[src/rtl/assert_macros.svh]
// assertion macros shared by the decoder rtl
// no dependencies; taken in by `include where assertions are written
`ifndef ASSERT_MACROS_SVH
`define ASSERT_MACROS_SVH

// property must hold at every rising clock edge outside reset
`define ASSERT_IMPL(label, clk_s, rstn_s, prop, msg) \
  label: assert property (@(posedge clk_s) disable iff (!rstn_s) prop) else $error(msg);

// expression must never be true outside reset
`define ASSERT_NEVER(label, clk_s, rstn_s, expr, msg) \
  `ASSERT_IMPL(label, clk_s, rstn_s, !(expr), msg)

`endif

[src/rtl/hft_pkg.sv]
// shared types, constants and command codes of the huffman tree decoder
// no dependencies; used by hft_ctrl, hft_datapath and the top level
`default_nettype none

package hft_pkg;

  // node table geometry
  localparam int NODE_COUNT   = 512;
  localparam int NODE_W       = $clog2(NODE_COUNT);
  localparam int CNT_W        = $clog2(NODE_COUNT + 1);

  // code word geometry
  localparam int CODE_W       = 16;
  localparam int LEN_W        = 5;
  localparam int MAX_CODE_LEN = 16;
  localparam int SYM_W        = 8;
  localparam int BYTE_BITS    = 8;

  // item kinds
  localparam logic [1:0] KIND_LOAD  = 2'd0;
  localparam logic [1:0] KIND_DATA  = 2'd1;
  localparam logic [1:0] KIND_CLEAR = 2'd2;

  // controller to datapath commands
  typedef logic [3:0] op_t;
  localparam op_t CMD_NONE       = 4'd0;
  localparam op_t CMD_CLEAR_STEP = 4'd1;
  localparam op_t CMD_TAKE_LOAD  = 4'd2;
  localparam op_t CMD_TAKE_DATA  = 4'd3;
  localparam op_t CMD_LOAD_STEP  = 4'd4;
  localparam op_t CMD_MARK       = 4'd5;
  localparam op_t CMD_WALK_STEP  = 4'd6;
  localparam op_t CMD_WALK_END   = 4'd7;
  localparam op_t CMD_FLUSH      = 4'd8;

  typedef struct packed {
    op_t op;
  } hft_cmd_t;

  typedef struct packed {
    logic clr_done;
    logic load_full;
  } hft_sts_t;

  // one entry of the node table, child index 0 means absent
  typedef struct packed {
    logic [NODE_W-1:0] left;
    logic [NODE_W-1:0] right;
    logic              leaf;
    logic [SYM_W-1:0]  sym;
  } node_t;

endpackage

`default_nettype wire

[src/rtl/hft_ctrl.sv]
// sequencer of the huffman tree decoder: clear pass, code load and byte walk
// depends on hft_pkg and assert_macros.svh
`default_nettype none
`include "assert_macros.svh"

module hft_ctrl (
  input  wire logic                      clk,
  input  wire logic                      rst_n,
  input  wire logic                      start,
  input  wire logic [1:0]                in_kind,
  input  wire logic [hft_pkg::LEN_W-1:0] in_code_length,
  input  wire hft_pkg::hft_sts_t         sts,
  output logic                           busy,
  output hft_pkg::hft_cmd_t              cmd
);

  localparam logic [2:0] ST_IDLE  = 3'd0;
  localparam logic [2:0] ST_CLEAR = 3'd1;
  localparam logic [2:0] ST_LOAD  = 3'd2;
  localparam logic [2:0] ST_MARK  = 3'd3;
  localparam logic [2:0] ST_WALK  = 3'd4;
  localparam logic [2:0] ST_END   = 3'd5;
  localparam logic [2:0] ST_FLUSH = 3'd6;

  logic [2:0]                state_r, state_nxt;
  logic [hft_pkg::LEN_W-1:0] cnt_r, cnt_nxt;
  logic                      len_ok;

  assign len_ok = (in_code_length != '0) &&
                  (int'(in_code_length) <= hft_pkg::MAX_CODE_LEN);
  assign busy   = (state_r != ST_IDLE);

  always_comb begin
    state_nxt = state_r;
    cnt_nxt   = cnt_r;
    cmd.op    = hft_pkg::CMD_NONE;
    case (state_r)
      ST_IDLE: begin
        if (start) begin
          case (in_kind)
            hft_pkg::KIND_LOAD: begin
              if (len_ok) begin
                cmd.op    = hft_pkg::CMD_TAKE_LOAD;
                cnt_nxt   = in_code_length - 1'b1;
                state_nxt = ST_LOAD;
              end
            end
            hft_pkg::KIND_DATA: begin
              cmd.op    = hft_pkg::CMD_TAKE_DATA;
              cnt_nxt   = hft_pkg::LEN_W'(hft_pkg::BYTE_BITS - 1);
              state_nxt = ST_WALK;
            end
            hft_pkg::KIND_CLEAR: begin
              state_nxt = ST_CLEAR;
            end
            default: begin
            end
          endcase
        end
      end
      ST_CLEAR: begin
        cmd.op = hft_pkg::CMD_CLEAR_STEP;
        if (sts.clr_done) begin
          state_nxt = ST_IDLE;
        end
      end
      ST_LOAD: begin
        cmd.op = hft_pkg::CMD_LOAD_STEP;
        if (sts.load_full) begin
          state_nxt = ST_IDLE;
        end else if (cnt_r == '0) begin
          state_nxt = ST_MARK;
        end else begin
          cnt_nxt = cnt_r - 1'b1;
        end
      end
      ST_MARK: begin
        cmd.op    = hft_pkg::CMD_MARK;
        state_nxt = ST_IDLE;
      end
      ST_WALK: begin
        cmd.op = hft_pkg::CMD_WALK_STEP;
        if (cnt_r == '0) begin
          state_nxt = ST_END;
        end else begin
          cnt_nxt = cnt_r - 1'b1;
        end
      end
      ST_END: begin
        cmd.op    = hft_pkg::CMD_WALK_END;
        state_nxt = ST_FLUSH;
      end
      ST_FLUSH: begin
        cmd.op    = hft_pkg::CMD_FLUSH;
        state_nxt = ST_IDLE;
      end
      default: begin
        state_nxt = ST_IDLE;
      end
    endcase
  end

  always_ff @(posedge clk) begin
    if (!rst_n) begin
      state_r <= ST_CLEAR;
      cnt_r   <= '0;
    end else begin
      state_r <= state_nxt;
      cnt_r   <= cnt_nxt;
    end
  end

  // a byte walk always ends in its flush, after its walk steps and the walk end
  `ASSERT_IMPL(a_walk_len, clk, rst_n, (state_r == ST_IDLE && start && in_kind == hft_pkg::KIND_DATA) |-> ##10 (cmd.op == hft_pkg::CMD_FLUSH), "byte walk did not end in flush")

endmodule

`default_nettype wire

[config.mk]
export PLATFORM = sky130hd
export DESIGN_NAME = hft_ctrl
export DESIGN_NICKNAME = d
export VERILOG_FILES = /design/src/rtl/hft_pkg.sv /design/src/rtl/hft_ctrl.sv
export VERILOG_INCLUDE_DIRS = /design/src /design/src/rtl
export SDC_FILE = /design/constraint.sdc
export NUM_CORES = 1
export LEC_CHECK = 0
export BUFFER_PORTS_ARGS = -buffer_cell sky130_fd_sc_hd__buf_4
export CORE_UTILIZATION = 35
export DETAILED_ROUTE_END_ITERATION = 10
export PLACE_DENSITY_LB_ADDON = 0.05
export SLEW_MARGIN = 5
export SYNTH_ARGS = -nofsm -noshare
export SYNTH_HDL_FRONTEND = slang
export SYNTH_SLANG_ARGS = --single-unit
[constraint.sdc]
create_clock -name clk -period 1.75 [get_ports clk]
set_input_delay 0.2625 -clock clk [delete_from_list [all_inputs] [get_ports clk]]
set_output_delay 0.2625 -clock clk [all_outputs]
set_load 0.02 [all_outputs]
==> metrics.md <==
| Metric | Value |
|---|---|
| Syn_nets | 128 |
| Vias in the first global route | 815 |
| Largest stage delay on the critical path | 0.37 ns |
| Fill cells | 235 |
| Clock Latency Late Sink | 0.26 ns |
| Initial antenna violation count | 0 |
| CTS sink count | 8 |
| CTS tree | done |
| Reg2reg start | cnt_r[1] |
| Clk slew on worst S/H paths | 0.06 ns |
| Die ar. | 0.00264 mm^2 |
| Slowest cell on crit path | or3b_4 |
| Chip width | 51.4 um |
| CTS buffer count | 3 |
| Hold WC Path Type | input pin to register |
| Failing checks | setup timing |
| Maximum vdd drop | 0.000388 V |
| ANT cells | 0 |
| Tcrit/Tclk final | 106% |
| Yosys reg bits | 8 |
| Power consumption | 0.000941 W |
| Clock Skews | 0.00394 ns |
| Congestion Overflow GR | 0 |
| RSZ-0062 raised after global routing | yes |
| Mean cell area of the mapped netlist | 7.90 um^2 |
| DRC Markers | 0 |
| Nets | 170 |
| Least-Margin Pin Slew | 0.267 ns |
| CP Max Fanout | 2 |
| Fmax | 539 MHz |
| Maxcap violations | 0 |
| Final hold vios | 0 |
| Status | finished with violations |
| Io pins | 17 |
| Static Leak | 0.581 nW |
| DRT Wirelength | 2160 um |
| Min Tclk post-route | 1.86 ns |
| Pins Over Slew Limit | 0 |
| Core Rows | 17 |
| # port buffers | 16 |
| Netlist cell types | 41 |
| Pwr per Cell Area | 744 mW/mm^2 |
| Initial core utilization | 37.8% |
| Root Buffer | clkbuf_4 |
| 1st-iter DRT viols | 30 |
| Drt pass-1 iters | 4 |
| Hold WS | 0.316 ns |
| Area growth syn-to-layout | 48.2% |
| CP delay by family, top | simple AND/OR/NAND/NOR gates |
| Htree depth | 1 |
| Hold path depth | 2 |
| Via Count | 900 |
| Final WS setup | -0.106 ns |
| Placed wire-length estimate | 1710 um |
| CP Buf/Inv Count | 3 |
| Largest net degree at the start of global routing | 13 |
| Gr usage total | 18.0% |
| Die Y | 51.4 um |
| Worst path required time | 1.49 ns |
| RR Endpoint | cnt_r[2] |
| Seq/Total Area, Yosys | 18.8% |
| Arr. time, crit path | 1.59 ns |
| GPL Wtd Cong | 0.807 |
| Worst Hold Path EP | cnt_r[0] |
| CP Capture Type | output pin |
| Antenna viol nets, final | 0 |
| Synth Warn # | 0 |
| Buffers from clock root to sink, at most | 2 |
| CP Cell Sequence | buf_8, inv_6, ha_4, or3b_4, xor2_1, a21oi_1, o31a_1, nor2_4, buf_6 |
| Crit path launch type | input pin |
| Hold_sp | rst_n |
| Placed cell areas | 0.00115 mm^2 |
| WL/cell | 12.3 um |
| R2R setup slack | 0.17 ns |
| Layout cell share with drive strength beyond 1 | 39.9% |
| Core footprint | 0.00225 mm^2 |
| Post-synth design cell area | 853 um^2 |
| Fin area | 0.00126 mm^2 |
| Relative slew slack | 82.1% |
| Critical Path Source | in_code_length[0] |
| Cells after synthesis | 108 |
| Vias per Instance | 5.11 |
| Worst Reg-to-Reg Cells | 8 |
| Setup CP Type | input pin to output pin |
| Final setup violating endpoints | 1 |
| First-pass GRT wire length | 3530 um |
[sequential cells by signal (all words and copies together), names as in the netlist]
name and cells:
cnt_r 5, state_r 3
[Yosys cell counts, drive strengths merged]
master / count / share of area [%]
nor2b: 1 / 0.73
o22ai: 1 / 0.73
a31oi: 1 / 0.73
nor3: 8 / 5.3
or3b: 3 / 3.4
nand2b: 3 / 2.2
mux2i: 2 / 3.8
o21bai: 1 / 0.88
nor4b: 1 / 1.0
nor4: 1 / 0.73
nor2: 6 / 2.6
o211a: 1 / 1.2
o31a: 2 / 2.1
xor2: 2 / 2.1
o21ai: 8 / 5.1
a21oi: 7 / 4.1
inv: 13 / 5.7
o31ai: 1 / 0.88
dfxtp: 8 / 19
xnor2: 3 / 4.0
nand3: 1 / 0.59
o221a: 1 / 1.3
buf: 5 / 3.5
o21a: 1 / 0.88
nand3b: 2 / 1.8
ha: 8 / 12
or3: 1 / 0.73
nand2: 7 / 3.1
a22oi: 1 / 0.88
a211o: 2 / 2.1
o211ai: 4 / 5.7
a21boi: 2 / 1.8
[per-stage QoR]
step                      setup WS, ns  TNS [ns]  util [%]  instances
after detailed placement        -0.229     -1.17      51.1        169
after global placement          -0.176    -0.837      51.1        169
after global routing            -0.161    -0.161      56.1        176
after CTS                       -0.193    -0.193      54.2        174
final                           -0.106    -0.106      56.1        176
after floorplan                 0.0122         0         -        108
[power breakdown]
part | switching [W] | internal (W) | leakage (nW)
clock network | 0.0000659 | 0.0000787 | 0.0138
logic | 0.000275 | 0.000287 | 0.501
registers | 0.0000256 | 0.000209 | 0.0658
total | 0.000366 | 0.000574 | 0.581
[cell families (layout without fill, tap and decap cells)]
kind of cell | after synthesis | in the layout | share of synthesized area (%)
simple gates | 34 | 34 | 22.1
compound gates | 33 | 33 | 28.3
buf+inv | 18 | 58 | 9.24
fa+ha+maj | 8 | 8 | 11.7
flops | 8 | 8 | 18.8
xor+xnor | 5 | 5 | 6.01
mux | 2 | 2 | 3.81
[placed cells by master (no fill, tap or decap), types with 3 or more instances in the layout]
cell type,n
nor3_1,7
o21ai_1,3
inv_1,11
buf_4,39
o21ai_0,4
nand2b_1,3
dfxtp_1,7
nand2_1,7
ha_1,7
nor2_1,5
clkbuf_4,3
a21oi_1,6
[how the worst max path moves through the flow]
stage,endpoint,slack [ns],cells after the start
2_1_floorplan,cmd[1],0.01,7
3_3_place_gp,cmd[1],-0.18,9
3_5_place_dp,cmd[1],-0.23,9
4_1_cts,cmd[1],-0.19,9
5_1_grt,cmd[1],-0.16,9
6_report,cmd[1],-0.11,9
[what timing repair did]
item                       CTS  global route
hold buffers                 0             0
pin swaps                    5             7
buffers inserted             2             2
cloned                       0             0
setup endpoints to repair    1             8
resized for setup           10             7
[cell type report]
class,count,area [um^2],area share [%]
repair buffers,42,334,26.4
clock buffers,3,22.5,1.78
inverters,13,58.8,4.65
well taps,28,35.0,2.77
multi-input cells,82,653,51.6
flip-flops and latches,8,161,12.8
[metal layers]
metal  global-route usage [%]  up-vias  routed length (um)
met5                        0        -                   0
met4                     8.11        0                  22
met3                     2.68        2                  74
met2                     28.1       22                1010
met1                     24.2      412                1050
li1                         -      464                   -
Note: power is estimated with default switching activity, not from simulation.
